### src/rtl/core/pst_pkg.sv
// Shared types, constants and helpers of the playlist shuffle sequencer.
// Used by pst_table, pst_mod, playlist_shuffle_sequencer_unit and the testbench; no dependencies.
`default_nettype none

package pst_pkg;

    // Field and register widths.
    localparam int CMD_W      = 4;
    localparam int VAL_W      = 8;
    localparam int COUNT_W    = 8;
    localparam int SEED_W     = 16;
    localparam int CFG_IDX_W  = 2;
    localparam int CFG_DATA_W = 16;

    // Play-order table geometry. Song numbers and positions share the address width.
    localparam int ADDR_W      = 8;
    localparam int TABLE_DEPTH = 1 << ADDR_W;

    // Remainder unit: dividend is one bit wider than a position (position + 1).
    localparam int DVD_W     = ADDR_W + 1;
    localparam int MOD_CNT_W = $clog2(DVD_W + 1);

    // Product of a random value and the remaining song count.
    localparam int PROD_W = SEED_W + COUNT_W;

    localparam logic [SEED_W-1:0] LFSR_TAPS = 16'hB400;

    // Configuration register indexes.
    localparam logic [CFG_IDX_W-1:0] REG_SONG_COUNT  = 2'd0;
    localparam logic [CFG_IDX_W-1:0] REG_RANDOM_SEED = 2'd1;

    typedef enum logic [CMD_W-1:0] {
        CMD_NEXT           = 4'd0,
        CMD_SET_POSITION   = 4'd1,
        CMD_SET_SHUFFLE    = 4'd2,
        CMD_TOGGLE_SHUFFLE = 4'd3,
        CMD_SKIP_BACK      = 4'd4,
        CMD_SET_PAUSED     = 4'd5,
        CMD_SET_DONE       = 4'd6,
        CMD_TAKE_DONE      = 4'd7,
        CMD_INIT_ORDER     = 4'd8
    } cmd_t;

    typedef enum logic [3:0] {
        S_IDLE,
        S_DECODE,
        S_NEXT_RD,
        S_MOD,
        S_SH_RD_I,
        S_SH_RD_J,
        S_SH_WR_I,
        S_SH_WR_J,
        S_FINISH
    } state_t;

    // Access request to the play-order table.
    typedef struct packed {
        logic              rd_en;
        logic [ADDR_W-1:0] rd_addr;
        logic              wr_en;
        logic [ADDR_W-1:0] wr_addr;
        logic [ADDR_W-1:0] wr_data;
        logic              clear;
    } tbl_req_t;

    // Start request to the remainder unit.
    typedef struct packed {
        logic               start;
        logic [DVD_W-1:0]   dividend;
        logic [COUNT_W-1:0] divisor;
    } mod_req_t;

    // One step of the 16-bit Galois LFSR.
    function automatic logic [SEED_W-1:0] pst_lfsr_step(input logic [SEED_W-1:0] v);
        logic [SEED_W-1:0] s;
        begin
            s = v >> 1;
            if (v[0])
            begin
                s = s ^ LFSR_TAPS;
            end
            return s;
        end
    endfunction

endpackage

`default_nettype wire

### src/rtl/core/pst_table.sv
// Play-order table: synchronous single-port-read memory with per-entry valid bits.
// An entry that is not valid reads as its own index. Depends on pst_pkg.
`default_nettype none

module pst_table (
    input  wire                        clk,
    input  wire                        rst_n,
    input  wire pst_pkg::tbl_req_t     req,
    output logic [pst_pkg::ADDR_W-1:0] rdata
);
    import pst_pkg::*;

    logic [ADDR_W-1:0]      order_mem_reg [TABLE_DEPTH];
    logic [TABLE_DEPTH-1:0] valid_reg;
    logic [ADDR_W-1:0]      rd_data_reg;
    logic [ADDR_W-1:0]      rd_addr_reg;
    logic                   rd_valid_reg;

    always_ff @(posedge clk)
    begin
        if (req.wr_en)
        begin
            order_mem_reg[req.wr_addr] <= req.wr_data;
        end
        if (req.rd_en)
        begin
            rd_data_reg  <= order_mem_reg[req.rd_addr];
            rd_addr_reg  <= req.rd_addr;
            rd_valid_reg <= valid_reg[req.rd_addr];
        end
    end

    // Clearing all valid bits restores identity order.
    always_ff @(posedge clk or negedge rst_n)
    begin
        if (!rst_n)
        begin
            valid_reg <= '0;
        end
        else if (req.clear)
        begin
            valid_reg <= '0;
        end
        else if (req.wr_en)
        begin
            valid_reg[req.wr_addr] <= 1'b1;
        end
    end

    assign rdata = rd_valid_reg ? rd_data_reg : rd_addr_reg;

endmodule

`default_nettype wire

### src/rtl/core/pst_mod.sv
// Bit-serial restoring remainder unit, one dividend bit per cycle.
// Depends on pst_pkg.
`default_nettype none

module pst_mod (
    input  wire                        clk,
    input  wire                        rst_n,
    input  wire pst_pkg::mod_req_t     req,
    output logic                       busy,
    output logic [pst_pkg::ADDR_W-1:0] rem
);
    import pst_pkg::*;

    logic [MOD_CNT_W-1:0] cnt_reg;
    logic [DVD_W-1:0]     dvd_reg;
    logic [ADDR_W-1:0]    rem_reg;
    logic [COUNT_W-1:0]   dsr_reg;
    logic [DVD_W-1:0]     trial;
    logic                 fits;
    logic [ADDR_W-1:0]    rem_step;

    // The partial remainder stays below the divisor, so one subtract per bit suffices.
    assign trial    = {rem_reg, dvd_reg[DVD_W-1]};
    assign fits     = trial >= {1'b0, dsr_reg};
    assign rem_step = fits ? ADDR_W'(trial - {1'b0, dsr_reg}) : trial[ADDR_W-1:0];

    always_ff @(posedge clk or negedge rst_n)
    begin
        if (!rst_n)
        begin
            cnt_reg <= '0;
        end
        else if (req.start)
        begin
            cnt_reg <= MOD_CNT_W'(DVD_W);
        end
        else if (cnt_reg != '0)
        begin
            cnt_reg <= cnt_reg - MOD_CNT_W'(1);
        end
    end

    always_ff @(posedge clk)
    begin
        if (req.start)
        begin
            dvd_reg <= req.dividend;
            dsr_reg <= req.divisor;
            rem_reg <= '0;
        end
        else if (cnt_reg != '0)
        begin
            dvd_reg <= dvd_reg << 1;
            rem_reg <= rem_step;
        end
    end

    assign busy = cnt_reg != '0;
    assign rem  = rem_reg;

endmodule

`default_nettype wire

### src/rtl/core/playlist_shuffle_sequencer_unit.sv
// Top level of the playlist shuffle sequencer: command sequencer, state registers,
// output register and assertions. Depends on pst_pkg, pst_table and pst_mod.
`default_nettype none

// The sequencer keeps a 256-entry play-order table of song numbers in a synchronous
// memory, together with the play position and the done, paused and shuffle flags.
// Every command item produces exactly one result item. Items are handled one at a time:
// a command is taken only while the sequencer is idle, but a finished result waits in
// its own output register, so the next command can be taken before the previous result
// is collected. Simple commands pass through the decode and finish states, and the
// sequencer is ready again in the same cycle that their result becomes valid. A next
// command on a nonempty playlist needs one table read; if the stored position lies at
// or beyond the song count, a bit-serial remainder unit then reduces it. Skip back
// uses the remainder unit in that case as well. Shuffle on with two or more songs makes
// song_count - 1 swaps, one at a time through the states read i, read j, write i and
// write j, bounded by the table's single read port. Shuffle off and init order restore
// identity order by clearing the table's per-entry valid bits; there is no clearing
// pass after reset. Configuration may be written at any time the sequencer is idle and
// takes effect with the next command.
module playlist_shuffle_sequencer_unit (
    input  wire                            clk,
    input  wire                            rst_n,
    // Configuration write port.
    input  wire                            cfg_write,
    input  wire [pst_pkg::CFG_IDX_W-1:0]   cfg_index,
    input  wire [pst_pkg::CFG_DATA_W-1:0]  cfg_data,
    // Command channel.
    input  wire                            in_valid,
    output logic                           in_ready,
    input  wire [pst_pkg::CMD_W-1:0]       command,
    input  wire [pst_pkg::VAL_W-1:0]       value,
    // Result channel.
    output logic                           out_valid,
    input  wire                            out_ready,
    output logic [pst_pkg::ADDR_W-1:0]     song_number,
    output logic [pst_pkg::ADDR_W-1:0]     position,
    output logic                           done_flag,
    output logic                           paused_flag,
    output logic                           shuffle_flag
);
    import pst_pkg::*;

    // Control state.
    state_t              state_reg,  state_next;
    logic [COUNT_W-1:0]  song_count_reg;
    logic [SEED_W-1:0]   seed_reg;
    logic [ADDR_W-1:0]   pos_reg,    pos_next;
    logic                done_reg,   done_next;
    logic                paused_reg, paused_next;
    logic                shuf_reg,   shuf_next;
    logic [SEED_W-1:0]   lfsr_reg,   lfsr_next;
    logic                out_valid_reg, out_valid_next;

    // Payload and working registers.
    cmd_t                cmd_reg;
    logic [VAL_W-1:0]    val_reg;
    logic [ADDR_W-1:0]   song_reg,   song_next;
    logic [ADDR_W-1:0]   i_reg,      i_next;
    logic [ADDR_W-1:0]   j_reg,      j_next;
    logic [PROD_W-1:0]   prod_reg,   prod_next;
    logic [ADDR_W-1:0]   di_reg,     di_next;
    logic [ADDR_W-1:0]   song_out_reg;
    logic [ADDR_W-1:0]   pos_out_reg;
    logic                done_out_reg;
    logic                paused_out_reg;
    logic                shuf_out_reg;

    // Helpers.
    tbl_req_t            tbl_req;
    logic [ADDR_W-1:0]   tbl_rdata;
    mod_req_t            mod_req;
    logic                mod_busy;
    logic [ADDR_W-1:0]   mod_rem;
    logic                in_accept;
    logic                out_free;
    logic                out_load;
    logic                pos_lt_n;
    logic                shuf_on;
    logic [SEED_W-1:0]   lfsr_step;
    logic [DVD_W-1:0]    j_raw;
    logic [ADDR_W-1:0]   j_clamped;
    logic                loop_more;

    // Position two places back, for a position already below the count.
    function automatic logic [ADDR_W-1:0] skip_back(input logic [ADDR_W-1:0] p,
                                                     input logic [COUNT_W-1:0] n);
        logic [ADDR_W-1:0] r;
        begin
            if (n == COUNT_W'(1))
            begin
                r = '0;
            end
            else if (p >= ADDR_W'(2))
            begin
                r = p - ADDR_W'(2);
            end
            else
            begin
                r = p + ADDR_W'(n) - ADDR_W'(2);
            end
            return r;
        end
    endfunction

    pst_table u_table (
        .clk   (clk),
        .rst_n (rst_n),
        .req   (tbl_req),
        .rdata (tbl_rdata)
    );

    pst_mod u_mod (
        .clk   (clk),
        .rst_n (rst_n),
        .req   (mod_req),
        .busy  (mod_busy),
        .rem   (mod_rem)
    );

    assign in_ready  = state_reg == S_IDLE;
    assign in_accept = in_valid && in_ready;
    assign out_free  = !out_valid_reg || out_ready;
    assign out_load  = (state_reg == S_FINISH) && out_free;

    assign pos_lt_n  = pos_reg < ADDR_W'(song_count_reg);
    assign shuf_on   = (cmd_reg == CMD_SET_SHUFFLE) ? val_reg[0] : !shuf_reg;
    assign lfsr_step = pst_lfsr_step(lfsr_reg);

    // Swap index j = i + ((r * (n - i)) >> 16), kept below the count.
    assign j_raw     = {1'b0, i_reg} + {1'b0, prod_reg[PROD_W-1:SEED_W]};
    assign j_clamped = (j_raw >= {1'b0, song_count_reg}) ? ADDR_W'(song_count_reg - 1'b1)
                                                         : j_raw[ADDR_W-1:0];
    assign loop_more = ({1'b0, i_reg} + DVD_W'(2)) < {1'b0, song_count_reg};

    // Next-state logic.
    always_comb
    begin
        state_next = state_reg;
        case (state_reg)
            S_IDLE:
            begin
                if (in_accept)
                begin
                    state_next = S_DECODE;
                end
            end
            S_DECODE:
            begin
                state_next = S_FINISH;
                if (cmd_reg == CMD_NEXT)
                begin
                    if (song_count_reg != '0)
                    begin
                        state_next = S_NEXT_RD;
                    end
                end
                else if (cmd_reg inside {CMD_SET_SHUFFLE, CMD_TOGGLE_SHUFFLE})
                begin
                    if (shuf_on && (song_count_reg >= COUNT_W'(2)))
                    begin
                        state_next = S_SH_RD_I;
                    end
                end
                else if (cmd_reg == CMD_SKIP_BACK)
                begin
                    if ((song_count_reg != '0) && !pos_lt_n)
                    begin
                        state_next = S_MOD;
                    end
                end
            end
            S_NEXT_RD:
            begin
                state_next = pos_lt_n ? S_FINISH : S_MOD;
            end
            S_MOD:
            begin
                if (!mod_busy)
                begin
                    state_next = S_FINISH;
                end
            end
            S_SH_RD_I:
            begin
                state_next = S_SH_RD_J;
            end
            S_SH_RD_J:
            begin
                state_next = S_SH_WR_I;
            end
            S_SH_WR_I:
            begin
                state_next = S_SH_WR_J;
            end
            S_SH_WR_J:
            begin
                state_next = loop_more ? S_SH_RD_I : S_FINISH;
            end
            S_FINISH:
            begin
                if (out_free)
                begin
                    state_next = S_IDLE;
                end
            end
            default:
            begin
                state_next = S_IDLE;
            end
        endcase
    end

    // Datapath and output logic.
    always_comb
    begin
        pos_next       = pos_reg;
        done_next      = done_reg;
        paused_next    = paused_reg;
        shuf_next      = shuf_reg;
        lfsr_next      = lfsr_reg;
        song_next      = song_reg;
        i_next         = i_reg;
        j_next         = j_reg;
        prod_next      = prod_reg;
        di_next        = di_reg;
        out_valid_next = out_valid_reg;
        tbl_req        = '0;
        mod_req        = '0;
        mod_req.divisor = song_count_reg;

        if (out_valid_reg && out_ready)
        begin
            out_valid_next = 1'b0;
        end

        case (state_reg)
            S_DECODE:
            begin
                song_next = '0;
                case (cmd_reg)
                    CMD_NEXT:
                    begin
                        tbl_req.rd_en   = song_count_reg != '0;
                        tbl_req.rd_addr = pos_reg;
                    end
                    CMD_SET_POSITION:
                    begin
                        pos_next = ADDR_W'(val_reg);
                    end
                    CMD_SET_SHUFFLE, CMD_TOGGLE_SHUFFLE:
                    begin
                        shuf_next = shuf_on;
                        pos_next  = '0;
                        done_next = 1'b1;
                        i_next    = '0;
                        // Shuffle off returns the table to identity order.
                        tbl_req.clear = !shuf_on;
                    end
                    CMD_SKIP_BACK:
                    begin
                        done_next = 1'b1;
                        if ((song_count_reg != '0) && pos_lt_n)
                        begin
                            pos_next = skip_back(pos_reg, song_count_reg);
                        end
                        mod_req.start    = (song_count_reg != '0) && !pos_lt_n;
                        mod_req.dividend = {1'b0, pos_reg};
                    end
                    CMD_SET_PAUSED:
                    begin
                        paused_next = val_reg[0];
                    end
                    CMD_SET_DONE:
                    begin
                        done_next = 1'b1;
                    end
                    CMD_INIT_ORDER:
                    begin
                        tbl_req.clear = 1'b1;
                        lfsr_next     = (seed_reg != '0) ? seed_reg : SEED_W'(1);
                    end
                    default:
                    begin
                        // Take done and unused codes change nothing here.
                    end
                endcase
            end
            S_NEXT_RD:
            begin
                song_next = tbl_rdata;
                if (pos_lt_n)
                begin
                    pos_next = (pos_reg == ADDR_W'(song_count_reg - 1'b1))
                               ? '0 : pos_reg + ADDR_W'(1);
                end
                mod_req.start    = !pos_lt_n;
                mod_req.dividend = {1'b0, pos_reg} + DVD_W'(1);
            end
            S_MOD:
            begin
                if (!mod_busy)
                begin
                    pos_next = (cmd_reg == CMD_NEXT) ? mod_rem
                                                     : skip_back(mod_rem, song_count_reg);
                end
            end
            S_SH_RD_I:
            begin
                lfsr_next       = lfsr_step;
                prod_next       = PROD_W'(lfsr_step * (song_count_reg - COUNT_W'(i_reg)));
                tbl_req.rd_en   = 1'b1;
                tbl_req.rd_addr = i_reg;
            end
            S_SH_RD_J:
            begin
                di_next         = tbl_rdata;
                j_next          = j_clamped;
                tbl_req.rd_en   = 1'b1;
                tbl_req.rd_addr = j_clamped;
            end
            S_SH_WR_I:
            begin
                tbl_req.wr_en   = 1'b1;
                tbl_req.wr_addr = i_reg;
                tbl_req.wr_data = tbl_rdata;
            end
            S_SH_WR_J:
            begin
                tbl_req.wr_en   = 1'b1;
                tbl_req.wr_addr = j_reg;
                tbl_req.wr_data = di_reg;
                i_next          = i_reg + ADDR_W'(1);
            end
            S_FINISH:
            begin
                if (out_free)
                begin
                    out_valid_next = 1'b1;
                    // Take done reports the flag first, then clears it.
                    if (cmd_reg == CMD_TAKE_DONE)
                    begin
                        done_next = 1'b0;
                    end
                end
            end
            default:
            begin
            end
        endcase
    end

    always_ff @(posedge clk or negedge rst_n)
    begin
        if (!rst_n)
        begin
            state_reg      <= S_IDLE;
            song_count_reg <= '0;
            seed_reg       <= SEED_W'(1);
            pos_reg        <= '0;
            done_reg       <= 1'b0;
            paused_reg     <= 1'b0;
            shuf_reg       <= 1'b0;
            lfsr_reg       <= SEED_W'(1);
            out_valid_reg  <= 1'b0;
        end
        else
        begin
            state_reg     <= state_next;
            pos_reg       <= pos_next;
            done_reg      <= done_next;
            paused_reg    <= paused_next;
            shuf_reg      <= shuf_next;
            lfsr_reg      <= lfsr_next;
            out_valid_reg <= out_valid_next;
            if (cfg_write && (cfg_index == REG_SONG_COUNT))
            begin
                song_count_reg <= cfg_data[COUNT_W-1:0];
            end
            if (cfg_write && (cfg_index == REG_RANDOM_SEED))
            begin
                seed_reg <= cfg_data[SEED_W-1:0];
            end
        end
    end

    always_ff @(posedge clk)
    begin
        if (in_accept)
        begin
            cmd_reg <= cmd_t'(command);
            val_reg <= value;
        end
        song_reg <= song_next;
        i_reg    <= i_next;
        j_reg    <= j_next;
        prod_reg <= prod_next;
        di_reg   <= di_next;
        if (out_load)
        begin
            song_out_reg   <= song_reg;
            pos_out_reg    <= pos_reg;
            done_out_reg   <= done_reg;
            paused_out_reg <= paused_reg;
            shuf_out_reg   <= shuf_reg;
        end
    end

    assign out_valid    = out_valid_reg;
    assign song_number  = song_out_reg;
    assign position     = pos_out_reg;
    assign done_flag    = done_out_reg;
    assign paused_flag  = paused_out_reg;
    assign shuffle_flag = shuf_out_reg;

    // The remainder unit only runs while the sequencer waits for it.
    a_mod_owned: assert property (@(posedge clk) disable iff (!rst_n)
        mod_busy |-> (state_reg == S_MOD))
        else $error("remainder unit busy outside its wait state");

    // Every swap writes inside the active part of the table.
    a_swap_in_range: assert property (@(posedge clk) disable iff (!rst_n)
        (state_reg == S_SH_WR_J) |-> (j_reg < ADDR_W'(song_count_reg)))
        else $error("shuffle swap index at or beyond the song count");

    // A shuffle pass always runs with the position already rewound.
    a_shuffle_pos: assert property (@(posedge clk) disable iff (!rst_n)
        (state_reg == S_SH_WR_J) |-> (pos_reg == '0))
        else $error("position not cleared during shuffle");

endmodule

`default_nettype wire

### config.mk
export PLATFORM = sky130hd
export DESIGN_NAME = playlist_shuffle_sequencer_unit
export DESIGN_NICKNAME = d
export VERILOG_FILES = /design/src/rtl/core/pst_pkg.sv /design/src/rtl/core/pst_table.sv /design/src/rtl/core/pst_mod.sv /design/src/rtl/core/playlist_shuffle_sequencer_unit.sv
export SDC_FILE = /design/constraint.sdc
export NUM_CORES = 2
export LEC_CHECK = 0
export ABC_AREA = 1
export BUFFER_PORTS_ARGS = -buffer_cell sky130_fd_sc_hd__buf_2
export CORE_MARGIN = 10
export CORE_UTILIZATION = 35
export CTS_CLUSTER_SIZE = 30
export DETAILED_ROUTE_END_ITERATION = 16
export PLACE_DENSITY_LB_ADDON = 0.3
export SLEW_MARGIN = 10
export SYNTH_ARGS = -nofsm -noshare
export SYNTH_HDL_FRONTEND = slang
export SYNTH_SLANG_ARGS = --single-unit
### constraint.sdc
create_clock -name clk -period 14.2 [get_ports clk]
set_input_delay 1.42 -clock clk [delete_from_list [all_inputs] [get_ports clk]]
set_output_delay 1.42 -clock clk [all_outputs]
set_load 0.02 [all_outputs]
; ---- Yosys cells after proc, flatten, opt, wreduce, memory -nomap -nowiden
; Memory sizes are Yosys's and may differ from the RTL's. A register that Yosys moved wholly into a read port is not among the register bits.
; Index checks and enable logic that the tools add are counted.
[totals]
ff_bits = 437
mem_bits_rw = 2048
inputBits = 35
out_inout_bits = 21
wordCells = 183
memories = 1
[mem_list]
columns = name, words, width, read_ports, rd_clocked_by_memory_dff, wr, line
row1 = u_table.order_mem_reg, 256, 8, 1, 1, 1, pst_table.sv:13  ; logic [ADDR_W-1:0] order_mem_reg [TABLE_DEPTH];
[op_classes]
n_addsub = 15
multipliers = 1
order_cmp = 10
n_eq_ne = 29
mux = 60
bitwise = 2
n_reduce_logical = 37
[ops]
columns = operator, count
row1 = $mux 256, 2
row2 = $or 256x256->256, 1
row3 = $mux 8, 13
row4 = $mux 4, 13
row5 = $mux 16, 3
row6 = $pmux 8 s3, 2
row7 = $pmux 4 s9, 1
row8 = $pmux 17 s2, 1
row9 = $eq 4x3->1 const B, 8
row10 = $pmux 16 s2, 1
row11 = $pmux 8 s2, 2
row12 = $sub 8x2->8 const B, 4
row13 = $mux 9, 3
row14 = $pmux 9 s3, 1
row15 = $ge 8x2->1 const B, 3
row16 = $mul 17x9->24, 1
row17 = $pmux 10 s2, 1
row18 = $ge 9x8->1, 2
row19 = $lt 8x9->1 const B, 2
row20 = $add 8x1->8 const B, 2
row21 = $add 8x8->8, 2
row22 = $eq 4x2->1 const B, 4
row23 = $reduce_bool 16->1, 1
row24 = $reduce_bool 2->1, 7
row25 = 39 further kinds, 74

; ---- Logic depth before layout (Yosys ltp)
[depth]
depth_word = 9
ltp_mapped = 33
depth_no_buf = 33

; ---- Hierarchy
; Synthesis repeated with hierarchy kept, for this count alone.
[hier_totals]
hier_cells = 10251
area_unflattened_um2 = 109707.7
[modules_own_cells]
columns = module, n_inst, cells_each, area_per_inst_um2, seq_area_each_um2
row1 = pst_table, 1, 8411, 94838.5, 68415.6
row2 = playlist_shuffle_sequencer_unit, 1, 1639, 13238.9, 3535.9
row3 = pst_mod, 1, 201, 1630.3, 770.7

; ---- Worst setup path after synthesis
; OpenSTA, ideal clock, no wires.
[synth_path]
kind = reg2reg
start = reg state_reg[3]
end = mem u_table.order_mem_reg[0][0] (data pin)
setup_ns = 2.188
t_arrival_ns = 11.016
required_time_ns = 12.012
setup_slack_ns = 0.996
stages_incl_launch_ff = 7
n_path_buf = 1
period_less_slack_ns = 13.204
path_cell_list = dfrtp_1 -> nor2_2 -> nand2_1 -> nor2_1 -> inv_1 -> clkbuf_1 -> o21ai_0
[synth_rtl]
columns = element, line
row1 = "start, declared", playlist_shuffle_sequencer_unit.sv:44  ; state_t state_reg, state_next;
row2 = "start signal, assigned", playlist_shuffle_sequencer_unit.sv:368  ; state_reg <= state_next;
row3 = "end, declared", pst_table.sv:13

; ---- Final worst setup path
[layout_path]
start = reg i_reg[0]
end = reg u_table.rd_valid_reg (data pin)
[layout_via]
elab_chain_len = 6
[layout_rtl]
columns = element, line
row1 = "start, declared", playlist_shuffle_sequencer_unit.sv:58  ; logic [ADDR_W-1:0] i_reg, i_next;
row2 = "start signal, assigned", playlist_shuffle_sequencer_unit.sv:394  ; i_reg <= i_next;
row3 = $add 8x8->9, playlist_shuffle_sequencer_unit.sv:130  ; assign j_raw = {1'b0, i_reg} + {1'b0, prod_reg[PROD_W-1:SEED_W]};
row4 = $ge 9x8->1, playlist_shuffle_sequencer_unit.sv:131  ; assign j_clamped = (j_raw >= {1'b0, song_count_reg}) ? ADDR_W'(song_count_reg - 1'b1)
row5 = $mux 8, playlist_shuffle_sequencer_unit.sv:131
row6 = $pmux 9 s3 *, playlist_shuffle_sequencer_unit.sv:236  ; case (state_reg)
row7 = $bmux 1 s8 *, pst_table.sv:29  ; rd_valid_reg <= valid_reg[req.rd_addr];
row8 = $mux 1 (implied by the code) *, pst_table.sv:29
row9 = "end signal, assigned", pst_table.sv:29
row10 = "end, declared", pst_table.sv:17  ; logic rd_valid_reg;
; Mark *: on every way between the ends. The rest lies on a longest branch, timed or not. The select of a mux whose other input is x is not followed.
; A chain may end at the register's enable or synchronous reset.

==> key figures <==
STA
  – Worst Skew: ~46 ps
  – Final hold violation count: 0
  – Tmin final: around 8600 ps
  – RSZ-0062 raised after global routing: no
  – Final worst slack: between 5000 and 6000 ps
  – Sum Neg Setup Slack: 0 ps
  – Slew @ Worst Pin: ~1200 ps
  – Pins Over Slew Limit: 0
  – Hold_ws: approximately 390 ps
  – Final Setup Violations: 0
  – Max transition margin: 17.0%
  – FMAX: 117 MHz
  – Tcrit/Tclk final: 60.2%

Power and ir drop
  – Sw frac: 37.4%
  – Seq pwr share: 34.9%
  – Net Switching: 8.97 mW
  – Pleak: 52.8 nW
  – Pwr Density: 186 nW/µm²
  – Clock network fraction of total power: 29.4%
  – P_int: 15.0 mW
  – Combinational power share: 35.7%
  – Peak VDD IR: 266 µV

Clock network
  – TritonCTS buffer count: ~280
  – CTS tree: built
  – Setup Buffers After CTS: 0
  – Skew-Pair Late Insertion Delay: 870 ps
  – CTS H-tree depth: 5
  – CTS Sinks: 2477
  – Clk slew on worst S/H paths: roughly 70 ps
  – Hold-fix buffers at CTS: 0
  – Post_cts resized: 0
  – Maximum root-to-sink buffer count: 4
  – CTS root buf: clkbuf_16

Worst setup path
  – Critical path endpoint: u_table.rd_valid_reg
  – Worst r2r path cells: 29
  – CP Data Required Time: 14800 ps
  – CP startpoint: i_reg[0]
  – Startpoint Class: register
  – Crit path capture type: register
  – Crit-path max cell delay: 880 ps
  – Crit-path max FO: 151
  – R2R Path Start: i_reg[0]
  – CP Data Arrival Time: around 9000 ps
  – Worst r2r dst: u_table.rd_valid_reg
  – Reg2reg setup slack: 5650 ps
  – Critical path type: register to register
  – Max stage delay cell, worst path: nand2_4
  – Worst path most repeated cell: nand3_1
  – Levels on crit path: 29
  – Buf/Inv on CP: 4
  – Crit path max-delay family: simple AND/OR/NAND/NOR gates

Drt
  – Detailed Routing Iterations Pass 1: 6
  – Via count: 81500
  – Detail Route Antenna Nets: 0
  – Post-DR wirelength/cell: 21.8 µm
  – # DRC: 0
  – Final WL: approximately 350 mm
  – Vias per cell: 5.13
  – First-iteration detailed-routing DRC count: 8509

Logic synthesis
  – Synth top area cells: edfxtp_1, nand3_1, dfrtp_1, nand2_1, inv_1
  – Mapped Avg Cell Area: 10.1 µm²
  – Register area share after synthesis: 62.3%
  – Post-synth cell types: 57
  – FFs w/ async S/R, synth: roughly 13%
  – Synth Cell Area: about 120000 µm²
  – Warnings from Yosys: 0
  – Cells after Synth: 11500
  – Top-count cell post-synth: nand3_1
  – Most frequent cells after synthesis: nand3_1, edfxtp_1, nand2_1
  – Top FF cell, synth: edfxtp_1
  – Yosys top cell area share: a little under three fifths
  – Number of flops mapped to enable cells by yosys: 2153
  – Seq cells post-synth: about 2500
  – Post-synth top area cell: edfxtp_1
  – Syn_nets: 11800

Finish
  – Fill count: 32100
  – Max reg flops: 2048
  – Nets: 11600
  – Fin util: about two fifths
  – Final Non-Filler Cells: 15900
  – Area grow syn2layout: 10.8%
  – Share of layout cells above drive strength 1: 5.63%

Place
  – GPL Wtd Cong: 0.849
  – DP HPWL: 194 mm
  – IO Port Bufs: 55
  – DP Cell Count: 15400
  – Place WS: just under 6000 ps

Outcome
  – Status: complete, no violations

Global route
  – Antenna violations before repair: 10
  – Largest net degree at the start of global routing: 188
  – Overflow after GRT: 0
  – Total track usage: 18.7%
  – First-pass GRT wire length: 517 mm
  – Vias in the first global route: between 70000 and 80000

Hold path
  – HP Class: register to register

Floorplan
  – Starting Density: 35.2%
  – I/O pin cnt: 56
  – Die height: 597 µm
  – Row count: around 210
  – Die Wd: 597 µm
  – Die Area: 357000 µm²
  – Core area: around 330000 µm²

Job
  – Max cap viols: 0
==> layer usage <==
layer  share of wire (%)  GRT usage (%)
met1                  43           26.0
met2                  46           30.1
met3                 7.2           2.71
met4                 3.5           6.29
met5              0.0075              0
==> logic make-up after synthesis <==
family | after synthesis | synth area share (%)
buffers and inverters | 2530 | 8.80
DFF | 2477 | 62.3
xor gates and xnor gates | 48 | 0.360
and+or+nand+nor | 5785 | 23.0
adders and majority gates | 244 | 3.28
AOI/OAI and AO/OA | 420 | 2.30
==> power by group through the flow <==
stage | combinational [mW] | clock (mW) | sequential [mW]
2_1_floorplan | 6.04 | 0 | 8.48
3_3_place_gp | 8.55 | 0 | 8.54
4_1_cts | 8.65 | 7.14 | 8.39
5_1_grt | 9.67 | 7.41 | 8.40
3_5_place_dp | 8.58 | 0 | 8.53
6_report | 8.57 | 7.05 | 8.39
==> layout make-up <==
cell class	instances	area (µm²)	area share (%)
multi-input combinational	6497	33900	26.2
timing repair buffer	188	1460	1.13
inverter	1856	7000	5.41
clock buffer	398	7900	6.11
antenna	6	15.0	0.0116
tap	4366	5460	4.22
clock inverter	105	863	0.668
sequential	2477	72700	56.2
==> worst min-delay path by stage <==
| stage | from | endpoint | slack, ps | cells past startpoint |
|---|---|---|---|---|
| global route | song_reg[4] | song_number[4] | 430 | 0 |
| global placement | song_reg[4] | song_number[4] | 400 | 0 |
| CTS | song_reg[7] | song_number[7] | 400 | 0 |
| floorplan | song_reg[0] | song_number[0] | 400 | 0 |
| detailed placement | song_reg[1] | song_number[1] | 400 | 0 |
| finish | song_reg[7] | song_number[7] | 390 | 0 |
==> through the flow <==
stage          power, mW  area (µm²)
2_1_floorplan       14.5      117000
3_3_place_gp        17.1      121000
3_5_place_dp        17.1      121000
4_1_cts             24.2      129000
5_1_grt             25.5      129000
6_report            24.0      129000
==> worst reg2reg max path: cells and delay by family, from the launching register on <==
kind | cells | cell delay (ps)
simple gates | 18 | 3720
fa+ha+maj | 3 | 960
buf+inv | 4 | 2480
xor+xnor | 1 | 160
flops | 1 | 610
compound gates | 3 | 370
==> placed cells by master (no fill, tap or decap), drive strengths merged, types with 4 or more instances in the layout <==
cell type / count
nand3: 2301
edfxtp: 2153
nand2: 1879
inv: 1863
nor2: 1013
nand3b: 544
clkbuf: 398
dfrtp: 314
buf: 188
ha: 141
o211ai: 132
o21ai: 122
fa: 103
a21oi: 81
clkinv: 81
xor2: 35
o221ai: 15
xnor2: 13
nor3: 12
a31oi: 12
or2: 11
nand4: 10
bufinv: 10
o21bai: 8
dfxtp: 8
a32oi: 8
o22ai: 8
o31ai: 7
clkinvlp: 7
diode: 6
nor4: 6
a21o: 5
and2: 5
a211oi: 4
Power figures use the tool's default switching activity.
